<file path="src/hw/rtl/conv_pkg.sv">
`timescale 1ns / 1ps
// conv_pkg: shared types and constants of the 8x8 valid-window convolution block
// depends on nothing; imported by every module of the block

package conv_pkg;

    localparam int KSIDE     = 8;
    localparam int LINES     = KSIDE - 1;
    localparam int KAREA     = KSIDE * KSIDE;
    localparam int DATA_W    = 32;
    localparam int CFG_W     = 11;
    localparam int POS_W     = 10;
    localparam int KIDX_W    = 3;
    localparam int RB_W      = 3;
    localparam int FIFO_DEPTH = 4;
    localparam int FPTR_W    = 2;
    localparam int FCNT_W    = 3;
    localparam int S_TDATA_W = 40;
    localparam int M_TDATA_W = 56;
    localparam logic [CFG_W-1:0] SIZE_RESET = 11'd64;

    localparam logic MODE_COEF  = 1'b0;
    localparam logic MODE_PIXEL = 1'b1;

    typedef logic [DATA_W-1:0] word_t;

    typedef struct packed {
        logic                        mode;
        word_t                       value;
        logic [KIDX_W-1:0]           coef_row;
        logic [KIDX_W-1:0]           coef_col;
        logic                        emit;
        logic                        last;
        logic [POS_W-1:0]            out_row;
        logic [POS_W-1:0]            out_col;
        logic [LINES-1:0][DATA_W-1:0] column;
    } conv_entry_t;

    typedef struct packed {
        logic [FCNT_W-1:0] count;
        logic              empty;
    } conv_fifo_stat_t;

    typedef struct packed {
        logic             last;
        logic [POS_W-1:0] out_row;
        logic [POS_W-1:0] out_col;
    } conv_meta_t;

endpackage

</file>
<file path="src/hw/rtl/conv_fifo.sv">
`timescale 1ns / 1ps
// conv_fifo: short request queue between front and back
// depends on conv_pkg

module conv_fifo (
    input  logic                       aclk,
    input  logic                       aresetn,
    input  logic                       push,
    input  conv_pkg::conv_entry_t      din,
    input  logic                       pop,
    output conv_pkg::conv_entry_t      dout,
    output conv_pkg::conv_fifo_stat_t  stat
);
    import conv_pkg::*;

    conv_entry_t        buf_reg [FIFO_DEPTH];
    logic [FPTR_W-1:0]  wr_reg, rd_reg;
    logic [FCNT_W-1:0]  cnt_reg;

    always_ff @(posedge aclk) begin
        if (!aresetn) begin
            wr_reg  <= '0;
            rd_reg  <= '0;
            cnt_reg <= '0;
        end else begin
            if (push) begin
                wr_reg <= wr_reg + FPTR_W'(1);
            end
            if (pop) begin
                rd_reg <= rd_reg + FPTR_W'(1);
            end
            cnt_reg <= cnt_reg + FCNT_W'(push) - FCNT_W'(pop);
        end
    end

    always_ff @(posedge aclk) begin
        if (push) begin
            buf_reg[wr_reg] <= din;
        end
    end

    assign dout       = buf_reg[rd_reg];
    assign stat.count = cnt_reg;
    assign stat.empty = (cnt_reg == '0);

endmodule

</file>
<file path="config.mk">
export PLATFORM = sky130hd
export DESIGN_NAME = conv_fifo
export DESIGN_NICKNAME = d
export VERILOG_FILES = /design/src/hw/rtl/conv_pkg.sv /design/src/hw/rtl/conv_fifo.sv
export SDC_FILE = /design/constraint.sdc
export NUM_CORES = 1
export LEC_CHECK = 0
export ABC_AREA = 1
export BUFFER_PORTS_ARGS = -buffer_cell sky130_fd_sc_hd__buf_4
export CAP_MARGIN = 20
export CORE_MARGIN = 2
export CORE_UTILIZATION = 62
export DETAILED_ROUTE_END_ITERATION = 16
export PLACE_DENSITY = 0.91
export SKIP_CTS_REPAIR_TIMING = 1
export SYNTH_ARGS = -nofsm -noshare
export SYNTH_HDL_FRONTEND = slang
export SYNTH_SLANG_ARGS = --single-unit
</file>
<file path="constraint.sdc">
create_clock -name aclk -period 21.1 [get_ports aclk]
set_clock_uncertainty 0.2 [all_clocks]
set_input_delay 2.11 -clock aclk [delete_from_list [all_inputs] [get_ports aclk]]
set_output_delay 2.11 -clock aclk [all_outputs]
set_load 0.05 [all_outputs]
</file>
==> results.py <==
metrics = {
    "detailed_routing": {
        "firstDrtPassIters": 5,
        "drtIter0Drc": 2927,
        "routed_wl_um": 107000,
        "viasPerCell": 5.72,
        "post_drt_wl_per_cell_um": 21.6,
        "drcViolationCount": 0,
        "ant_nets": 0,
        "vias": 28400,
    },
    "min_path": {
        "hold_path_depth": 2,
        "hold_class": "register to register",
        "hold_start": "rd_reg[1]$_SDFFE_PN0P_",
    },
    "sta": {
        "drv_slew": 0,
        "rsz0062_at_grt": "false",
        "slew_headroom": 0.151,
        "max_freq_ghz": 0.126,
        "min_period_ns": 7.93,
        "period_share": 0.376,
        "worst_pin_slew_ns": 1.27,
        "finalSetupViolCount": 0,
        "finalHoldViolations": 0,
        "fin_setup_tns_ns": 0,
    },
    "final_layout": {
        "fill_cells": 3956,
        "postLayoutCoreUtil": 0.736,
        "drive_gt1_frac": 0.252,
        "synthToLayoutAreaGrowth_pct": 17.7,
        "largest_reg_flops": 1140,
        "nets": 4199,
    },
    "critical_path": {
        "path_buf_inv": 6,
        "reg2reg_setup_slack_ns": 17.30,
        "crit_chain": "buf_4 > buf_4 > buf_16 > buf_4 > buf_4 > a21oi_1 > o21ai_0 > nand2_1 > buf_4",
        "cp-start-kind": "register",
        "crit_family": "buffers and inverters",
        "worstSetupPathType": "register to primary output",
        "required_ns": 18.79,
        "cp_max_fo": 71,
        "critPathMostFrequentCell": "buf_4",
        "worstSetupEndpointType": "primary output",
        "critical-path-max-stage-delay_ns": 0.89,
        "r2r_end": "buf_reg[0][202]$_DFFE_PP_",
        "slowest_stage": "dfxtp_4",
        "arrival_ns": 5.62,
        "r2r_start": "wr_reg[0]$_SDFFE_PN0P_",
        "r2r.worst_path.cells": 6,
    },
    "floorplan": {
        "fp.dieH_um": 278,
        "die_area_um2": 77000,
        "die_w_um": 278,
        "initial_core_util": 0.625,
        "core_area_um2": 74200,
        "rows": 100,
        "pin_count": 578,
    },
    "clock_network": {
        "cts_tree": "yes",
        "clockBufferDepth": 3,
        "clock_latency_ns": 0.65,
        "h-tree-depth": 3,
        "cts.sinks": 1149,
        "cts_root_buf": "clkbuf_16",
        "cts_buffers": 108,
        "clk_pin_slew_worst_paths_ns": 0.06,
    },
    "global_routing": {
        "overflow": 0,
        "grt_pass1_wl_um": 161000,
        "track_usage": 0.271,
        "grt_pass1_vias": 28700,
        "grt_max_degree": 250,
        "grt_antenna_before_repair": 22,
    },
    "synth": {
        "yosysWarningCount": 0,
        "synth.area.top_cells": "edfxtp_1 74%, o211ai_2 6.8%, inv_1 4.7%",
        "yosysMostFrequentCell": "edfxtp_1",
        "synth_mux_area_frac": 0,
        "ys_ff_latch": 1149,
        "synth_xor_area_frac": 0,
        "synth_top_area_share": 0.738,
        "yosys.area_share.simple": 0.0472,
        "syn-mean-instance-area_um2": 13.7,
        "synthAdderAreaFrac": 0.00205,
        "synth_top_family_by_area": "compound AO/OA/AOI/OAI gates",
        "syn-num-nets": 3675,
        "synth_compound_area_frac": 0.136,
        "synthCells": 3379,
        "syn_area_um2": 46400,
        "ys_async_sr_fraction": 0,
        "yosysSeqAreaShare": 0.742,
        "synthTopCellsByCount": "1140 x edfxtp_1, 585 x inv_1, 580 x nand2_1",
        "synth.distinct_cells": 19,
        "ys.flop_type": "edfxtp_1",
        "synth_edf_count": 1140,
        "synth_top_cell_by_area": "edfxtp_1",
    },
    "power_and_ir_drop": {
        "p_per_area_nw_per_um2": 98.3,
        "p_leak_nw": 21.0,
        "peakVddDrop_mv": 0.0908,
    },
    "placement": {
        "io_buffer_count": 577,
        "gp_routability_congestion": 0.823,
        "hpwl_um": 61400,
    },
    "flow_run": {
        "maxCapViolations": 0,
    },
    "outcome": {
        "outcome": "complete, no violations",
    },
}
## power breakdown
group          total, mW  internal [mW]  switching [mW]
clock network       1.92           1.09           0.832
logic              0.803          0.211           0.592
registers           2.65           2.61          0.0336
## worst max path at each step
| stage | endpoint | slack [ns] | startpoint | depth (start not counted) |
|---|---|---|---|---|
| final | dout[184] | 13.17 | register | 9 |
| after global routing | dout[184] | 12.87 | register | 9 |
| after CTS | dout[184] | 12.95 | register | 8 |
| after detailed placement | dout[184] | 13.73 | register | 8 |
| after global placement | dout[184] | 13.89 | register | 7 |
| after floorplan | buf_reg[0][0]$_DFFE_PP_ | 12.66 | push | 2 |
## worst register-to-register path, delay by kind of cell (launching register included)
kind	cells	cell delay, ns
and+or+nand+nor	1	0.12
DFF	1	0.32
adders and majority gates	1	0.16
buffers and inverters	4	2.49
## logic make-up (layout without fill, tap and decap cells)
kind of cell / count (synthesis) / after routing
compound gates: 865 / 865
buf+inv: 775 / 1384
flops: 1149 / 1149
simple gates: 583 / 583
fa+ha+maj: 7 / 7
other cells: 0 / 20
## per-stage QoR
step	power (mW)	hold slack [ns]	instance area (µm²)	std cells	worst slack [ns]
finish	5.37	0.263	54600	4977	13.17
global route	5.51	0.319	54600	4977	12.87
CTS	5.38	0.268	54500	4955	12.95
detailed placement	3.48	0.264	51000	4760	13.73
global placement	3.45	0.235	51000	4760	13.89
floorplan	3.23	0.236	46400	3379	12.66
## metal layers
layer | GRT usage | share of wire
met1 | 0.312 | 0.34
met5 | 0 | 0.00020
met2 | 0.463 | 0.51
met3 | 0.0582 | 0.082
met4 | 0.173 | 0.069
## layout by cell type, fill, tap and decap left out, drive strengths merged
master / n
dfxtp: 9
o21ai: 289
diode: 20
clkbuf: 137
clkinv: 44
a21oi: 291
nand2: 580
bufinv: 10
nor2: 1
ha: 6
fa: 1
nor3: 1
o211ai: 285
edfxtp: 1140
buf: 604
nand3: 1
inv: 588
clkinvlp: 1
## final cells by class
cell class | instances | area (µm²) | area share
multi-input combinational | 1455 | 8580 | 0.157
antenna | 20 | 50.0 | 0.000917
sequential | 1149 | 34400 | 0.630
timing repair buffer | 604 | 4620 | 0.0847
clock buffer | 137 | 2860 | 0.0525
inverter | 585 | 2230 | 0.0408
tap | 969 | 1210 | 0.0222
clock inverter | 58 | 622 | 0.0114
Power figures use the tool's default switching activity.
